$ cat config.mk
export PLATFORM = sky130hd
export DESIGN_NAME = scsi_sense_classifier
export DESIGN_NICKNAME = d
export VERILOG_FILES = /design/src/rtl/scsc_pkg.sv /design/src/rtl/scsi_sense_classifier.sv
export SDC_FILE = /design/constraint.sdc
export NUM_CORES = 1
export LEC_CHECK = 0
export BUFFER_PORTS_ARGS = -buffer_cell sky130_fd_sc_hd__buf_2
export CAP_MARGIN = 30
export CELL_PAD_IN_SITES_DETAIL_PLACEMENT = 1
export CELL_PAD_IN_SITES_GLOBAL_PLACEMENT = 1
export CORE_ASPECT_RATIO = 1.75
export CORE_MARGIN = 2
export CORE_UTILIZATION = 50
export DETAILED_ROUTE_END_ITERATION = 16
export PLACE_DENSITY_LB_ADDON = 0.1
export SYNTH_ARGS = -nofsm -noshare
export SYNTH_HDL_FRONTEND = slang
export SYNTH_SLANG_ARGS = --single-unit
export TNS_END_PERCENT = 50
$ cat constraint.sdc
create_clock -name clk_i -period 12.3 [get_ports clk_i]
set_input_delay 1.23 -clock clk_i [delete_from_list [all_inputs] [get_ports clk_i]]
set_output_delay 1.23 -clock clk_i [all_outputs]
set_load 0.05 [all_outputs]
$ cat src/rtl/scsc_pkg.sv
// Package with the codes, types and sense data decode function of the SCSI sense classifier.
package scsc_pkg;

  localparam int unsigned StoreDepth = 13;
  localparam int unsigned StoreIdxW  = $clog2(StoreDepth);

  localparam logic [4:0] OutGood         = 5'd0;
  localparam logic [4:0] OutBadKnown     = 5'd1;
  localparam logic [4:0] OutRecKnown     = 5'd3;
  localparam logic [4:0] OutHardware     = 5'd5;
  localparam logic [4:0] OutIllegalReq   = 5'd6;
  localparam logic [4:0] OutOtherCode    = 5'd7;
  localparam logic [4:0] OutQuiet        = 5'd8;
  localparam logic [4:0] OutSeek         = 5'd9;
  localparam logic [4:0] OutIllegalCmd   = 5'd10;
  localparam logic [4:0] OutIllegalAddr  = 5'd11;
  localparam logic [4:0] OutBadArg       = 5'd12;
  localparam logic [4:0] OutCartChanged  = 5'd13;
  localparam logic [4:0] OutInvalidLun   = 5'd14;
  localparam logic [4:0] OutUnformatted  = 5'd15;
  localparam logic [4:0] OutNoError      = 5'd16;
  localparam logic [4:0] OutUnknownLeg   = 5'd17;
  localparam logic [4:0] OutBadSense     = 5'd18;

  localparam logic [3:0] KeyRecovered = 4'd1;
  localparam logic [3:0] KeyMedium    = 4'd3;
  localparam logic [3:0] KeyHardware  = 4'd4;
  localparam logic [3:0] KeyIllegal   = 4'd5;

  localparam logic [6:0] LegNone      = 7'h00;
  localparam logic [6:0] LegBad01     = 7'h01;
  localparam logic [6:0] LegSeek02    = 7'h02;
  localparam logic [6:0] LegBad03     = 7'h03;
  localparam logic [6:0] LegBad11     = 7'h11;
  localparam logic [6:0] LegBad12     = 7'h12;
  localparam logic [6:0] LegBad14     = 7'h14;
  localparam logic [6:0] LegSeek15    = 7'h15;
  localparam logic [6:0] LegRecovered = 7'h18;
  localparam logic [6:0] LegBad19     = 7'h19;
  localparam logic [6:0] LegUnformat  = 7'h1C;
  localparam logic [6:0] LegIllCmd    = 7'h20;
  localparam logic [6:0] LegIllAddr   = 7'h21;
  localparam logic [6:0] LegBadArg    = 7'h24;
  localparam logic [6:0] LegBadLun    = 7'h25;
  localparam logic [6:0] LegCartChg   = 7'h28;

  typedef logic [7:0] store_t [StoreDepth];

  typedef struct packed {
    logic [4:0]  outcome;
    logic        stop;
    logic        ext;
    logic        known;
    logic [31:0] block;
    logic [6:0]  key;
    logic        code_known;
    logic [7:0]  code;
    logic        bump;
  } class_t;

  function automatic logic [4:0] pair_outcome(input logic [4:0] base, input logic known);
    return known ? base : base + 5'd1;
  endfunction

  function automatic class_t classify(input store_t st, input logic [7:0] len);
    class_t r;
    logic [31:0] blk;
    logic [3:0] xkey;
    r = '0;
    if (len >= 8'd3 && (st[0] & 8'h7E) == 8'h70) begin
      r.ext = 1'b1;
      if (len >= 8'd7 && st[0][7]) begin
        blk = {st[3], st[4], st[5], st[6]};
        r.known = (blk != 32'hFFFF_FFFF);
        r.block = blk;
      end
      xkey = st[2][3:0];
      r.key = {3'b000, xkey};
      if (len >= 8'd13) begin
        r.code_known = 1'b1;
        r.code = st[12];
      end
      priority if (xkey == KeyMedium) begin
        r.outcome = pair_outcome(OutBadKnown, r.known);
        r.bump = 1'b1;
      end else if (xkey == KeyHardware) begin
        r.outcome = OutHardware;
      end else if (xkey == KeyRecovered) begin
        r.outcome = pair_outcome(OutRecKnown, r.known);
        r.bump = 1'b1;
      end else if (xkey == KeyIllegal) begin
        r.outcome = OutIllegalReq;
      end else if (r.code_known && r.code != 8'd0) begin
        r.outcome = OutOtherCode;
      end else begin
        r.outcome = OutQuiet;
      end
    end else if (len == 8'd4) begin
      if (st[0][7]) begin
        r.known = 1'b1;
        r.block = {11'd0, st[1][4:0], st[2], st[3]};
      end
      r.key = st[0][6:0];
      unique case (r.key)
        LegSeek15, LegSeek02: r.outcome = OutSeek;
        LegBad01, LegBad03, LegBad11, LegBad12, LegBad14, LegBad19: begin
          r.outcome = pair_outcome(OutBadKnown, r.known);
          r.bump = 1'b1;
        end
        LegRecovered: begin
          r.outcome = pair_outcome(OutRecKnown, r.known);
          r.bump = 1'b1;
        end
        LegIllCmd:   r.outcome = OutIllegalCmd;
        LegIllAddr:  r.outcome = OutIllegalAddr;
        LegBadArg:   r.outcome = OutBadArg;
        LegCartChg:  r.outcome = OutCartChanged;
        LegBadLun:   r.outcome = OutInvalidLun;
        LegUnformat: r.outcome = OutUnformatted;
        LegNone:     r.outcome = OutNoError;
        default:     r.outcome = OutUnknownLeg;
      endcase
    end else begin
      r.outcome = OutBadSense;
      r.stop = 1'b1;
    end
    if (!r.known) begin
      r.block = '0;
    end
    return r;
  endfunction

endpackage

$ cat src/rtl/scsi_sense_classifier.sv
// Top level of the SCSI sense classifier: byte collection, decode stage and result register.
// The block takes one request per cycle while in_ready_o is high, both status and sense byte requests. A
// status request with good status, a bad status with no sense bytes, and the last sense byte of a bad
// status each give one result; all other requests give none. Taking the request stores the byte and
// latches the sense length into the decode stage, which decodes the collected sense data into the
// result register once that is free; both registers lie between a request and its result. The rate
// is bounded only by the result register: while a result waits to be taken, one more request that
// gives a result can be held before the input stalls.
module scsi_sense_classifier
  import scsc_pkg::*;
(
  input  logic        clk_i,
  input  logic        rst_ni,
  input  logic        in_valid_i,
  output logic        in_ready_o,
  input  logic        req_type_i,
  input  logic [7:0]  status_byte_i,
  input  logic [7:0]  sense_length_i,
  input  logic [7:0]  sense_byte_i,
  output logic        out_valid_o,
  input  logic        out_ready_i,
  output logic [4:0]  outcome_o,
  output logic        stop_request_o,
  output logic        is_extended_o,
  output logic        block_known_o,
  output logic [31:0] block_address_o,
  output logic [31:0] resume_block_o,
  output logic [6:0]  sense_key_o,
  output logic        code_known_o,
  output logic [7:0]  additional_code_o,
  output logic [31:0] bad_block_total_o
);

  store_t      store_q;
  logic [7:0]  expected_q, expected_d;
  logic [7:0]  seen_q, seen_d;
  logic        collecting_q, collecting_d;
  logic        s1_valid_q, s1_valid_d;
  logic        s1_good_q, s1_good_d;
  logic [7:0]  s1_len_q, s1_len_d;
  logic        s1_load;
  logic        s1_adv;
  logic        in_acc;
  logic        store_we;
  logic        out_valid_q;
  logic [31:0] bad_block_q, bad_block_d;
  class_t      cls;
  logic [7:0]  seen_inc;

  assign in_acc     = in_valid_i && in_ready_o;
  assign s1_adv     = s1_valid_q && (!out_valid_q || out_ready_i);
  assign in_ready_o = !s1_valid_q || s1_adv;
  assign seen_inc   = seen_q + 8'd1;
  assign store_we   = in_acc && req_type_i && collecting_q && (seen_q < 8'(StoreDepth));

  always_comb begin
    collecting_d = collecting_q;
    seen_d       = seen_q;
    expected_d   = expected_q;
    s1_load      = 1'b0;
    s1_good_d    = s1_good_q;
    s1_len_d     = s1_len_q;
    if (in_acc) begin
      if (!req_type_i) begin
        seen_d       = '0;
        expected_d   = sense_length_i;
        collecting_d = (status_byte_i != 8'd0) && (sense_length_i != 8'd0);
        s1_load      = !collecting_d;
        s1_good_d    = (status_byte_i == 8'd0);
        s1_len_d     = sense_length_i;
      end else if (collecting_q) begin
        seen_d = seen_inc;
        if (seen_inc == expected_q) begin
          collecting_d = 1'b0;
          s1_load      = 1'b1;
          s1_good_d    = 1'b0;
          s1_len_d     = expected_q;
        end
      end
    end
    s1_valid_d = s1_load ? 1'b1 : (s1_adv ? 1'b0 : s1_valid_q);
  end

  always_ff @(posedge clk_i or negedge rst_ni) begin
    if (!rst_ni) begin
      collecting_q <= 1'b0;
      seen_q       <= '0;
      expected_q   <= '0;
      s1_valid_q   <= 1'b0;
    end else begin
      collecting_q <= collecting_d;
      seen_q       <= seen_d;
      expected_q   <= expected_d;
      s1_valid_q   <= s1_valid_d;
    end
  end

  always_ff @(posedge clk_i) begin
    if (store_we) begin
      store_q[seen_q[StoreIdxW-1:0]] <= sense_byte_i;
    end
    if (s1_load) begin
      s1_good_q <= s1_good_d;
      s1_len_q  <= s1_len_d;
    end
  end

  assign cls = classify(store_q, s1_len_q);

  always_comb begin
    bad_block_d = bad_block_q;
    if (s1_adv && !s1_good_q && cls.bump && bad_block_q != 32'hFFFF_FFFF) begin
      bad_block_d = bad_block_q + 32'd1;
    end
  end

  always_ff @(posedge clk_i or negedge rst_ni) begin
    if (!rst_ni) begin
      out_valid_q <= 1'b0;
      bad_block_q <= '0;
    end else begin
      bad_block_q <= bad_block_d;
      if (s1_adv) begin
        out_valid_q <= 1'b1;
      end else if (out_ready_i) begin
        out_valid_q <= 1'b0;
      end
    end
  end

  always_ff @(posedge clk_i) begin
    if (s1_adv) begin
      bad_block_total_o <= bad_block_d;
      if (s1_good_q) begin
        outcome_o         <= OutGood;
        stop_request_o    <= 1'b0;
        is_extended_o     <= 1'b0;
        block_known_o     <= 1'b0;
        block_address_o   <= '0;
        resume_block_o    <= '0;
        sense_key_o       <= '0;
        code_known_o      <= 1'b0;
        additional_code_o <= '0;
      end else begin
        outcome_o         <= cls.outcome;
        stop_request_o    <= cls.stop;
        is_extended_o     <= cls.ext;
        block_known_o     <= cls.known;
        block_address_o   <= cls.block;
        resume_block_o    <= cls.known ? cls.block + 32'd1 : 32'd0;
        sense_key_o       <= cls.key;
        code_known_o      <= cls.code_known;
        additional_code_o <= cls.code;
      end
    end
  end

  assign out_valid_o = out_valid_q;

  a_stop_only_bad_sense: assert property (@(posedge clk_i) disable iff (!rst_ni)
    out_valid_o |-> (stop_request_o == (outcome_o == OutBadSense)))
    else $error("stop request without bad sense outcome");

  a_counter_monotonic: assert property (@(posedge clk_i) disable iff (!rst_ni)
    1'b1 |=> (bad_block_q >= $past(bad_block_q)))
    else $error("bad block counter went down");

  a_collect_bounds: assert property (@(posedge clk_i) disable iff (!rst_ni)
    collecting_q |-> (seen_q < expected_q))
    else $error("sense byte count passed the expected length");

  a_s1_holds: assert property (@(posedge clk_i) disable iff (!rst_ni)
    (s1_valid_q && !s1_adv) |=> (s1_valid_q && $stable(s1_len_q) && $stable(s1_good_q)))
    else $error("decode stage changed while stalled");

endmodule

==> out/results.ini <==
[logic_synthesis]
synth.cell_area_um2=10900
yosys_most_used_dff=edfxtp_1
syn_area_per_cell_um2=12.2
synthesized_netlist_net_count=925
async_reset_ff_frac=0.212
synth_enable_flop_cells=190
synth.yosys.seq_area_share=0.643
ys_ff_latch=241
yosys_warnings=0
netlist-cell-type-count=65
synthCells=890

[grt]
grt_pass1_vias=8549
overall_overflow_remaining_after_global_route=0
grt_antenna_before_repair=0
global_route_wire_length_before_repair_mm=47.3
grt_max_degree=71
grtUsageTotal=0.273

[final_layout]
antenna-diode-count=0
fin_nets=1070
syn_to_final_growth_pct=16.1
final_cell_area_um2=12600
post_route_cells_drive_above_1_share=0.215

[timing]
setup_viol_count_final=0
timing.setup.tns_ns=0
final-hold-violation-count=0
timing.final.crit_share=0.391
min_period_ns=4.80
timing.fmax_mhz=208
timing.clock.skew_ns=0.0165
timing.final.max_slew_violations=0
slew_at_the_pin_with_the_worst_max_slew_slack_ns=1.00
timing.max_slew.rel_slack=0.324
grt_setup_unrepaired=no

[placement]
gp_congestion=0.980
placed_wire_length_estimate_mm=22.6
dpl_cell_area_um2=11900
port_buffers=150

[hold_path]
min_delay_path_depth=1
hold_class=flop to flop
worst_hold_path.endpoint=bad_block_q[11]
hold_start=bad_block_q[11]

[clock_tree]
cts_tree=built
ctsResizeCount=0
cts-hold-fix-buffers=0
number_of_buffers_on_the_longest_clock_path=3
worst_skew_pair.late_latency_ns=0.53
cts_post_setup_buffers_inserted=0
htreeDepth=1
worst_setup_hold_path_clk_slew_ns=0.06
cts_inserted_buffers=22
cts_sinks=241
root_buffer=clkbuf_16

[routing]
routed_wire_length_per_instance_um=22.9
wl_mm=30.7
ant_nets=0
drtIter0Drc=474
vias_per_cell=5.88
drc_errors=0
via_count=7891
drt_first_pass_iters=4

[power_and_ir_drop]
total_power_mw=1.71
power.leakage_nw=4.83
power_per_cell_area_nw_per_um2=136
max-vdd-ir-drop_v=0.000109

[floorplanning]
core_area_um2=21400
initial_core_util=0.507
area_of_the_die_um2=23000
pin_count=151
horizontal_die_dimension_um=115
core.rowCount=71
floorplan.die.height_um=199

[critical_path]
crit_path_frequent_cell=or3_1
worst-endpoint-required_ns=12.68
critPathKind=flop to flop
critPathLaunchType=flop
cp_max_fo=26
timing.critical_path.cells=nor4_4, nand4b_4, nor3_4, a22oi_1, nor2_1, ha_1, o221ai_1, or4_1, or3_1, or3_1, a21oi_1
crit_path_top_delay_cell=nor3_4
crit_arrival_ns=5.18
crit_path_max_incr_delay_ns=0.81
reg2reg_slack_ns=7.50
path_depth_of_the_worst_reg2reg_path=11
critical_path.reg2reg.startpoint=s1_len_q[6]
worstSetupEndpointType=flop
crit-reg2reg-capture=resume_block_o[24]

[run]
maxCapViolCount=0

[status]
outcome=finished clean

-- placed cells by master, fill, tap and decap left out, drive strengths merged, types with 7 or more instances in the layout --
master	count
edfxtp	190
buf	158
nor2	98
nand2	73
dfrtp	51
nand3	36
xor2	33
nor3	33
xnor2	28
a21oi	26
and2	25
nand4	25
nor4	25
clkbuf	24
o21ai	21
inv	20
and3	19
mux2	17
a22oi	15
clkinv	11
or4	10
o31ai	8
nand2b	7
-- sequential cells by signal (all words and copies together) (netlist names), 5 cells and up --
signal and cells:
block_address_o 32, resume_block_o 32, bad_block_total_o 32, expected_q 8
additional_code_o 8, sense_key_o 7, s1_len_q 8, seen_q 8
outcome_o 5, store_q 61, bad_block_q 32
-- report_power, final --
| group | total, mW | internal [mW] | switching [mW] | leakage [nW] |
|---|---|---|---|---|
| logic | 0.105 | 0.0288 | 0.0759 | 1.96 |
| registers | 0.915 | 0.898 | 0.0171 | 2.51 |
| clock network | 0.694 | 0.396 | 0.298 | 0.359 |
| total | 1.71 | 1.32 | 0.391 | 4.83 |
-- cell type report --
class	instances	area (µm²)
multi-input cells	592	3650
fillers	2251	8800
clock buffers	24	568
well taps	292	365
repair buffers	158	811
inverters	20	77.6
flip-flops and latches	241	6980
clock inverters	14	151
-- cells in the mapped netlist (all sizes together), types with 3 or more instances --
library cell,n,share of area
a211oi,6,0.0041
a21o,4,0.0028
a21oi,26,0.012
a22o,5,0.0040
a22oi,15,0.010
a31oi,4,0.0023
a32oi,5,0.0040
and2,25,0.014
and3,19,0.011
and4,3,0.0024
buf,9,0.0044
clkbuf,28,0.0097
dfrtp,51,0.12
edfxtp,190,0.53
ha,6,0.0069
inv,20,0.0069
mux2,17,0.018
mux2i,3,0.0028
nand2,73,0.025
nand2b,7,0.0040
nand3,36,0.017
nand3b,5,0.0035
nand4,25,0.014
nand4b,3,0.0038
nor2,98,0.034
nor2b,4,0.0023
nor3,33,0.016
nor4,25,0.016
o21ai,21,0.0097
o22ai,4,0.0023
o31ai,8,0.0055
or2,6,0.0035
or3,6,0.0039
or4,10,0.0073
xnor2,28,0.023
xor2,33,0.027
-- per-layer routing --
layer / global-route usage / wire length [µm] / part of all wire
met1: 0.273 / 10400 / 0.34
met2: 0.522 / 17100 / 0.56
met5: 0 / 0 / 0
met4: 0.163 / 1930 / 0.063
met3: 0.0360 / 1200 / 0.039
-- worst max-delay path: cells and delay by family (launching register included) --
family                   cells  cell delay [ns]
adder cells (fa/ha/maj)      1             0.22
flip-flops                   1             0.44
AND/OR/NAND/NOR              7             3.38
AO/OA/AOI/OAI                3             0.59
-- through the flow --
step | instances | setup slack (ns) | util | hold slack [ns]
finish | 1341 | 7.50 | 0.589 | 0.496
global route | 1341 | 7.17 | 0.589 | 0.537
CTS | 1341 | 7.55 | 0.589 | 0.501
detailed placement | 1303 | 7.53 | 0.555 | 0.481
global placement | 1302 | 7.77 | 0.555 | 0.485
floorplan | 890 | 8.07 | - | 0.455
-- kinds of logic (layout without fill, tap and decap cells) --
kind of cell             after synthesis  in the layout  share of synthesized area
flip-flops                           241            241                      0.643
AND/OR/NAND/NOR                      382            382                      0.182
XOR/XNOR                              61             61                     0.0492
multiplexers                          20             20                     0.0204
buffers and inverters                 57            216                     0.0210
AO/OA/AOI/OAI                        123            123                     0.0781
adder cells (fa/ha/maj)                6              6                    0.00691
-- worst max-delay path by stage --
stage / start / end / slack (ns) / cells after the start
floorplan: out_ready_i / additional_code_o[0] / 8.07 / 3
global placement: s1_len_q[6] / resume_block_o[24] / 7.77 / 11
detailed placement: s1_len_q[6] / resume_block_o[24] / 7.53 / 11
CTS: s1_len_q[6] / resume_block_o[24] / 7.55 / 11
global route: s1_len_q[6] / resume_block_o[24] / 7.17 / 11
finish: s1_len_q[6] / resume_block_o[24] / 7.50 / 11
No activity file was read; power rests on OpenSTA's default activity.
